[src/rtl/assert_macros.svh]
// assertion macros for the rtl of the moving average block
// expects a clock named clk and an active-low reset named rst_n in scope
`ifndef ASSERT_MACROS_SVH
`define ASSERT_MACROS_SVH

// check a property on every clock edge outside reset
`define TAMA_ASSERT(label, prop, msg) \
  label: assert property (@(posedge clk) disable iff (!rst_n) prop) else $error(msg);

// check that a condition implies another one in the next cycle
`define TAMA_ASSERT_NEXT(label, cond, res, msg) \
  label: assert property (@(posedge clk) disable iff (!rst_n) (cond) |=> (res)) else $error(msg);

`endif

[src/rtl/tama_pkg.sv]
// types and constants of the three-axis moving average block
// no dependencies; used by three_axis_moving_average_unit and its testbench
package tama_pkg;

  localparam int SAMPLE_W   = 16;
  localparam int OFF_W      = 17;
  localparam int WIN_W      = 6;
  localparam int CFG_DATA_W = 17;

  localparam logic [WIN_W-1:0] WIN_RESET = 6'd16;

  typedef enum logic [1:0] {
    CFG_WINDOW_LEN = 2'd0,
    CFG_OFFSET_X   = 2'd1,
    CFG_OFFSET_Y   = 2'd2,
    CFG_OFFSET_Z   = 2'd3
  } cfg_idx_t;

  typedef struct packed {
    logic signed [SAMPLE_W-1:0] sample_x;
    logic signed [SAMPLE_W-1:0] sample_y;
    logic signed [SAMPLE_W-1:0] sample_z;
  } in_item_t;

  typedef struct packed {
    logic signed [SAMPLE_W-1:0] avg_x;
    logic signed [SAMPLE_W-1:0] avg_y;
    logic signed [SAMPLE_W-1:0] avg_z;
    logic                       clipped;
  } out_item_t;

endpackage

[src/rtl/three_axis_moving_average_unit.sv]
// three-axis boxcar moving average with calibration offset and saturation
// depends on tama_pkg and assert_macros.svh
//
// channel  direction  handshake              payload
// in_      input      in_valid / in_stall    tama_pkg::in_item_t
// out_     output     out_valid / out_stall  tama_pkg::out_item_t
// cfg_     input      cfg_valid / cfg_ready  cfg_addr, cfg_data
//
// an item that gives a result passes SUB, ADD, LOAD, DIV, SIGN and FIN before the block
// is free again, one that only fills the ring just SUB and ADD; in DIV the bit-serial
// divider makes one quotient bit per cycle for all three axes
// a finished result waits in the output register while the next item is taken;
// the next result is held back while that register is still stalled
// reset is synchronous: window length 16, offsets 0, ring empty; config only when idle
`include "assert_macros.svh"

module three_axis_moving_average_unit #(
  parameter int MAX_WINDOW = 32
) (
  input  logic                              clk,
  input  logic                              rst_n,
  input  logic                              in_valid,
  output logic                              in_stall,
  input  tama_pkg::in_item_t                in_data,
  output logic                              out_valid,
  input  logic                              out_stall,
  output tama_pkg::out_item_t               out_data,
  input  logic                              cfg_valid,
  output logic                              cfg_ready,
  input  tama_pkg::cfg_idx_t                cfg_addr,
  input  logic [tama_pkg::CFG_DATA_W-1:0]   cfg_data
);

  localparam int SW    = tama_pkg::SAMPLE_W;
  localparam int PW    = $clog2(MAX_WINDOW);
  localparam int W_W   = $clog2(MAX_WINDOW + 1);
  localparam int SUM_W = SW + PW + 1;
  localparam int CW    = $clog2(SUM_W + 1);
  localparam int RW    = SUM_W + 3;

  localparam logic signed [RW-1:0] SAT_HI = RW'((2 ** (SW - 1)) - 1);
  localparam logic signed [RW-1:0] SAT_LO = ~SAT_HI;

  typedef enum logic [2:0] {
    ST_IDLE,
    ST_SUB,
    ST_ADD,
    ST_LOAD,
    ST_DIV,
    ST_SIGN,
    ST_FIN
  } state_t;

  state_t                           state_r, state_nxt;
  logic [tama_pkg::WIN_W-1:0]       win_r, win_nxt;
  logic signed [tama_pkg::OFF_W-1:0] off_r [3];
  logic signed [tama_pkg::OFF_W-1:0] off_nxt [3];
  logic signed [SUM_W-1:0]          sum_r [3];
  logic signed [SUM_W-1:0]          sum_nxt [3];
  logic [PW-1:0]                    pos_r, pos_nxt;
  logic [W_W-1:0]                   fill_r, fill_nxt;
  logic [CW-1:0]                    cnt_r, cnt_nxt;
  logic                             out_valid_r, out_valid_nxt;
  tama_pkg::out_item_t              out_data_r, out_data_nxt;

  // divider lanes: dividend shifts out at the top, quotient bits enter below
  logic [SUM_W-1:0]                 dvd_r [3];
  logic [SUM_W-1:0]                 dvd_nxt [3];
  logic [W_W-1:0]                   rem_r [3];
  logic [W_W-1:0]                   rem_nxt [3];
  logic                             neg_r [3];
  logic                             neg_nxt [3];
  logic signed [SUM_W:0]            q_r [3];
  logic signed [SUM_W:0]            q_nxt [3];

  tama_pkg::in_item_t               ring_r [MAX_WINDOW];
  tama_pkg::in_item_t               smp_r;
  tama_pkg::in_item_t               old_r;

  logic [W_W-1:0]                   w_eff;
  logic                             in_acc;
  logic                             cfg_acc;
  logic signed [SW-1:0]             smp_a [3];
  logic signed [SW-1:0]             old_a [3];

  assign in_stall  = (state_r != ST_IDLE) || cfg_valid;
  assign cfg_ready = (state_r == ST_IDLE);
  assign in_acc    = in_valid && !in_stall;
  assign cfg_acc   = cfg_valid && cfg_ready;
  assign out_valid = out_valid_r;
  assign out_data  = out_data_r;

  assign smp_a[0] = smp_r.sample_x;
  assign smp_a[1] = smp_r.sample_y;
  assign smp_a[2] = smp_r.sample_z;
  assign old_a[0] = old_r.sample_x;
  assign old_a[1] = old_r.sample_y;
  assign old_a[2] = old_r.sample_z;

  // window length zero acts as one, above the ring depth as the depth
  always_comb begin
    if (win_r == '0) begin
      w_eff = W_W'(1);
    end else if (int'(win_r) > MAX_WINDOW) begin
      w_eff = W_W'(MAX_WINDOW);
    end else begin
      w_eff = W_W'(win_r);
    end
  end

  always_comb begin
    logic [W_W:0]            rs;
    logic [W_W:0]            wz;
    logic [PW:0]             pos_inc;
    logic signed [RW-1:0]    r_v;
    logic signed [SW-1:0]    res [3];
    logic                    clip;

    state_nxt     = state_r;
    win_nxt       = win_r;
    off_nxt       = off_r;
    sum_nxt       = sum_r;
    pos_nxt       = pos_r;
    fill_nxt      = fill_r;
    cnt_nxt       = cnt_r;
    dvd_nxt       = dvd_r;
    rem_nxt       = rem_r;
    neg_nxt       = neg_r;
    q_nxt         = q_r;
    out_data_nxt  = out_data_r;
    out_valid_nxt = out_valid_r;
    rs            = '0;
    wz            = {1'b0, w_eff};
    pos_inc       = {1'b0, pos_r} + (PW + 1)'(1);
    r_v           = '0;
    clip          = 1'b0;
    for (int a = 0; a < 3; a++) begin
      res[a] = '0;
    end

    if (out_valid_r && !out_stall) begin
      out_valid_nxt = 1'b0;
    end

    unique case (state_r)
      ST_IDLE: begin
        if (cfg_acc) begin
          unique case (cfg_addr)
            tama_pkg::CFG_WINDOW_LEN: win_nxt = cfg_data[tama_pkg::WIN_W-1:0];
            tama_pkg::CFG_OFFSET_X:   off_nxt[0] = $signed(cfg_data[tama_pkg::OFF_W-1:0]);
            tama_pkg::CFG_OFFSET_Y:   off_nxt[1] = $signed(cfg_data[tama_pkg::OFF_W-1:0]);
            tama_pkg::CFG_OFFSET_Z:   off_nxt[2] = $signed(cfg_data[tama_pkg::OFF_W-1:0]);
          endcase
          // any register write restarts filling
          for (int a = 0; a < 3; a++) begin
            sum_nxt[a] = '0;
          end
          pos_nxt  = '0;
          fill_nxt = '0;
        end else if (in_acc) begin
          state_nxt = ST_SUB;
        end
      end
      ST_SUB: begin
        // drop the oldest sample once the window is full
        if (fill_r >= w_eff) begin
          for (int a = 0; a < 3; a++) begin
            sum_nxt[a] = sum_r[a] - SUM_W'(old_a[a]);
          end
        end else begin
          fill_nxt = fill_r + W_W'(1);
        end
        state_nxt = ST_ADD;
      end
      ST_ADD: begin
        for (int a = 0; a < 3; a++) begin
          sum_nxt[a] = sum_r[a] + SUM_W'(smp_a[a]);
        end
        if (int'(pos_inc) >= int'(w_eff)) begin
          pos_nxt = '0;
        end else begin
          pos_nxt = pos_inc[PW-1:0];
        end
        if (fill_r < w_eff) begin
          state_nxt = ST_IDLE;
        end else begin
          state_nxt = ST_LOAD;
        end
      end
      ST_LOAD: begin
        for (int a = 0; a < 3; a++) begin
          neg_nxt[a] = sum_r[a][SUM_W-1];
          dvd_nxt[a] = sum_r[a][SUM_W-1] ? SUM_W'(-sum_r[a]) : SUM_W'(sum_r[a]);
          rem_nxt[a] = '0;
        end
        cnt_nxt   = CW'(SUM_W);
        state_nxt = ST_DIV;
      end
      ST_DIV: begin
        // restoring division of the magnitude, one quotient bit per cycle
        for (int a = 0; a < 3; a++) begin
          rs = {rem_r[a], dvd_r[a][SUM_W-1]};
          if (rs >= wz) begin
            rs         = rs - wz;
            dvd_nxt[a] = {dvd_r[a][SUM_W-2:0], 1'b1};
          end else begin
            dvd_nxt[a] = {dvd_r[a][SUM_W-2:0], 1'b0};
          end
          rem_nxt[a] = rs[W_W-1:0];
        end
        cnt_nxt = cnt_r - CW'(1);
        if (cnt_r == CW'(1)) begin
          state_nxt = ST_SIGN;
        end
      end
      ST_SIGN: begin
        // truncation toward zero: sign goes back on the magnitude quotient
        for (int a = 0; a < 3; a++) begin
          q_nxt[a] = neg_r[a] ? -$signed({1'b0, dvd_r[a]}) : $signed({1'b0, dvd_r[a]});
        end
        state_nxt = ST_FIN;
      end
      ST_FIN: begin
        if (!out_valid_r || !out_stall) begin
          for (int a = 0; a < 3; a++) begin
            r_v = RW'(q_r[a]) - RW'(off_r[a]);
            if (r_v > SAT_HI) begin
              res[a] = SAT_HI[SW-1:0];
              clip   = 1'b1;
            end else if (r_v < SAT_LO) begin
              res[a] = SAT_LO[SW-1:0];
              clip   = 1'b1;
            end else begin
              res[a] = r_v[SW-1:0];
            end
          end
          out_data_nxt.avg_x   = res[0];
          out_data_nxt.avg_y   = res[1];
          out_data_nxt.avg_z   = res[2];
          out_data_nxt.clipped = clip;
          out_valid_nxt        = 1'b1;
          state_nxt            = ST_IDLE;
        end
      end
      default: state_nxt = ST_IDLE;
    endcase
  end

  // sample ring: old entry read before the new transaction overwrites it
  always_ff @(posedge clk) begin
    if (in_acc) begin
      old_r          <= ring_r[pos_r];
      ring_r[pos_r]  <= in_data;
      smp_r          <= in_data;
    end
  end

  always_ff @(posedge clk) begin
    if (!rst_n) begin
      state_r     <= ST_IDLE;
      win_r       <= tama_pkg::WIN_RESET;
      pos_r       <= '0;
      fill_r      <= '0;
      cnt_r       <= '0;
      out_valid_r <= 1'b0;
      for (int a = 0; a < 3; a++) begin
        off_r[a] <= '0;
        sum_r[a] <= '0;
      end
    end else begin
      state_r     <= state_nxt;
      win_r       <= win_nxt;
      pos_r       <= pos_nxt;
      fill_r      <= fill_nxt;
      cnt_r       <= cnt_nxt;
      out_valid_r <= out_valid_nxt;
      off_r       <= off_nxt;
      sum_r       <= sum_nxt;
    end
    dvd_r      <= dvd_nxt;
    rem_r      <= rem_nxt;
    neg_r      <= neg_nxt;
    q_r        <= q_nxt;
    out_data_r <= out_data_nxt;
  end

  `TAMA_ASSERT(a_fill_in_window, fill_r <= w_eff, "fill count beyond window length")
  `TAMA_ASSERT(a_pos_in_window, int'(pos_r) < int'(w_eff), "ring position beyond window")
  `TAMA_ASSERT_NEXT(a_accept_starts, in_valid && !in_stall, state_r == ST_SUB, "transaction not started")
  `TAMA_ASSERT_NEXT(a_div_ends, state_r == ST_DIV && cnt_r == CW'(1), state_r == ST_SIGN, "divider overran")

endmodule

[config.mk]
export PLATFORM = sky130hd
export DESIGN_NAME = three_axis_moving_average_unit
export DESIGN_NICKNAME = d
export VERILOG_FILES = /design/src/rtl/tama_pkg.sv /design/src/rtl/three_axis_moving_average_unit.sv
export VERILOG_INCLUDE_DIRS = /design/src /design/src/rtl
export SDC_FILE = /design/constraint.sdc
export NUM_CORES = 2
export LEC_CHECK = 0
export BUFFER_PORTS_ARGS = -buffer_cell sky130_fd_sc_hd__buf_2
export CAP_MARGIN = 20
export CORE_ASPECT_RATIO = 0.8
export CORE_MARGIN = 3
export CORE_UTILIZATION = 48
export CTS_BUF_LIST = sky130_fd_sc_hd__clkbuf_4
export DETAILED_ROUTE_END_ITERATION = 8
export HOLD_SLACK_MARGIN = 0.15
export PLACE_DENSITY = 0.69
export SYNTH_ARGS = -nofsm -noshare
export SYNTH_HDL_FRONTEND = slang
export SYNTH_SLANG_ARGS = --single-unit
[constraint.sdc]
create_clock -name clk -period 38 [get_ports clk]
set_input_delay 7.6 -clock clk [delete_from_list [all_inputs] [get_ports clk]]
set_output_delay 7.6 -clock clk [all_outputs]
set_load 0.01 [all_outputs]
==> flow_summary_export.csv <==
group,metric,value,unit
logic_synthesis,yosys_warnings,0,
clocking,path_clk_slew,0.05,ns
floorplan,dieArea,0.181,mm²
sta,skew,0.163,ns
setup_path,crit_start,"cfg_valid",
setup_path,crit_path_end_kind,"output pin",
grt,grt_max_degree,116,
route,wl_per_cell,23.9,µm
sta,max_slew_margin,24.5,%
sta,period_needed,15.80,ns
clocking,ctsHoldBuffers,0,
cells_and_area,n_fill_cell,13700,
floorplan,num_rows,136,
sta,hold_violations,0,
logic_synthesis,yosys.area.top_type,"edfxtp_1",
setup_path,cp-start-kind,"input pin",
clocking,cts_setup_buffers,0,
logic_synthesis,synth_cell_types,90,
placement,pre_cts_ws,22.21,ns
logic_synthesis,synth.area.top_cells,"edfxtp_1, mux4_2, dfxtp_1, ha_1, a22oi_1",
logic_synthesis,syn_area_per_cell,16.3,µm²
power_and_ir_drop,power_leakage,30.7,nW
logic_synthesis,ys_ff_latch,1980,
placement,dpl_cell_area,0.0879,mm²
placement,io_buffer_count,123,
clocking,cts_buffers,469,
sta,setup_ws,22.20,ns
setup_path,crit_required,30.40,ns
route,drtIter0Drc,5371,
cells_and_area,register_area,0.0580,mm²
flow_run,maxCapViolCount,0,
clocking,cts_tree,"yes",
sta,worst_slew_pin_slew,1.12,ns
route,vias_per_cell,5.87,
cells_and_area,layout-drive-gt1-share,23.8,%
route,vias,48500,
cells_and_area,area_growth,11.2,%
logic_synthesis,ys_seq_area_share,68.8,%
route,drc,0,
clocking,root_buffer,"clkbuf_4",
logic_synthesis,synth_top_area_share,65.4,%
logic_synthesis,syn_area,0.0843,mm²
setup_path,crit_path_top_delay_cell,"or3_1",
cells_and_area,final_cell_mix,"edfxtp_1, clkbuf_4, mux4_2",
sta,finalSetupViolCount,0,
floorplan,fp.dieW,475,µm
grt,grt_pass1_wl,296000,µm
power_and_ir_drop,cellPowerDensity,47.1,mW/mm²
clocking,cts_resized,0,
clocking,h-tree-depth,5,
cells_and_area,layout_commonest_cell,"edfxtp_1",
logic_synthesis,synth_edf_count,1837,
setup_path,cpPeakStageDelay,0.33,ns
sta,rsz0062_at_grt,"no",
cells_and_area,nNetsFinal,5876,
sta,setup_tns,0,ns
logic_synthesis,syn_nets,5422,
logic_synthesis,syn_inst,5163,
setup_path,crit_path_end,"in_stall",
sta,slew_violations,0,
grt,first_global_vias,47600,
sta,fin_crit_sh,41.6,%
floorplan,core,0.173,mm²
cells_and_area,multi_input_area,0.0252,mm²
placement,gp_congestion,0.856,
grt,antenna_found_initial,16,
logic_synthesis,synthFlopType,"edfxtp_1",
setup_path,r2r_slack,32.57,ns
setup_path,critPathMaxFanout,4,
grt,overflow,0,
setup_path,cp_common_cell,"buf_2",
setup_path,crit_path_cell_trace,"buf_2, or3_1, buf_2",
floorplan,io_pins,124,
logic_synthesis,postSynth.asyncResetShare,0,%
floorplan,die_y,381,µm
setup_path,ff2ff_path_depth,18,
run_status,status,"finished, final reports clean",
power_and_ir_drop,peakVddDrop,0.0000388,V
worst_hold_path,min_path_type,"flip-flop to flip-flop",
floorplan,start_util,48.7,%
setup_path,reg2reg_from,"state_r[1]$_SDFFE_PN0P_",
clocking,insertion_delay,1.41,ns
route,antenna_left,0,
setup_path,r2r_end,"sum_r[64]$_SDFFE_PN0P_",
sta,fmax,0.0633,GHz
clocking,cts_buffer_depth,4,
setup_path,critPathArrivalTime,8.20,ns
placement,hpwlAfterDp,116000,µm
route,wl,198000,µm
clocking,clock_sinks,1980,
grt,grt_usage,21.7,%
cells_and_area,post-route-cell-area,0.0938,mm²
route,dr.pass1.iters,5,
setup_path,path_class,"input pin to output pin",
## logic make-up (layout without fill, tap and decap cells)
group           Yosys count  count (layout)  synth area share [%]
xor+xnor                276             276                  2.88
buf+inv                 360            1169                  1.62
mux                     422             422                  10.7
other cells               0              14                     0
flops                  1980            1980                  68.8
simple gates           1033            1033                  5.94
fa+ha+maj               187             187                  2.85
compound gates          905             905                  7.18
## report_power, final
part	switching, mW	leakage [nW]	total (mW)	internal [mW]
clock network	0.818	3.49	1.67	0.853
logic	0.192	9.44	0.312	0.120
registers	0.0252	17.7	2.43	2.41
total	1.03	30.7	4.41	3.38
## per-stage QoR
step | total power [mW] | hold WS (ns) | util [%] | instances
floorplan | 2.69 | 0.443 | - | 5163
global placement | 2.78 | 0.458 | 50.7 | 7417
detailed placement | 2.79 | 0.460 | 50.8 | 7421
CTS | 4.46 | 0.469 | 54.1 | 8247
global route | 4.61 | 0.493 | 54.2 | 8261
finish | 4.41 | 0.465 | 54.2 | 8263
## how the worst min path moves through the flow
stage | startpoint | endpoint | slack, ns | cells past startpoint
6_report | off_r[3]$_SDFFE_PN0P_ | off_r[3]$_SDFFE_PN0P_ | 0.47 | 2
2_1_floorplan | off_r[29]$_SDFFE_PN0P_ | off_r[29]$_SDFFE_PN0P_ | 0.44 | 2
4_1_cts | off_r[19]$_SDFFE_PN0P_ | off_r[19]$_SDFFE_PN0P_ | 0.47 | 2
5_1_grt | off_r[25]$_SDFFE_PN0P_ | off_r[25]$_SDFFE_PN0P_ | 0.49 | 2
3_3_place_gp | off_r[12]$_SDFFE_PN0P_ | off_r[12]$_SDFFE_PN0P_ | 0.46 | 2
3_5_place_dp | off_r[19]$_SDFFE_PN0P_ | off_r[19]$_SDFFE_PN0P_ | 0.46 | 2
## flip-flops by register name (all words and copies together), names as in the netlist, 5 cells and up
name,flops
q_r,69
ring_r,1536
win_r,6
old_a,48
off_r,51
out_data,49
rem_r,18
dvd_r,66
cnt_r,5
smp_a,48
pos_r,5
sum_r,66
fill_r,6
## critical path: cells and delay by family
family                 cells  cell delay, ns
buffers and inverters      2            0.26
and+or+nand+nor            1            0.33
## cell type report
class                      instances  area share (%)
clock inverter                   117           0.519
multi-input combinational       2823            26.9
tap                             2277            3.04
timing repair buffer             204            1.40
clock buffer                     709            5.67
inverter                         139           0.556
sequential                      1980            61.9
antenna                           14          0.0373
## metal layers
metal  track usage, %  vias to the layer above  part of all wire [%]
met5                0                        -                 0.014
met4             6.32                        4                   2.1
met3             5.36                      345                   9.8
met2             31.9                     2190                    45
met1             32.2                    24300                    43
li1                 -                    21700                     -
## Yosys cell counts (13+ instances only)
library cell	n
a211oi_1	13
a21boi_0	44
a21o_1	68
a21o_2	13
a21oi_1	143
a22oi_1	216
and2_1	14
and3_1	23
buf_1	42
clkbuf_1	175
dfxtp_1	143
edfxtp_1	1837
ha_1	178
inv_1	139
mux2i_1	33
mux4_2	384
nand2_1	376
nand2b_1	38
nand3_1	51
nand4_1	62
nor2_1	199
nor2b_1	90
nor3_1	59
nor4_1	20
o21a_1	13
o21ai_0	234
o31ai_1	47
o41ai_1	18
or3_1	24
or4_1	24
xnor2_1	157
xor2_1	118
Note: power is estimated with default switching activity, not from simulation.
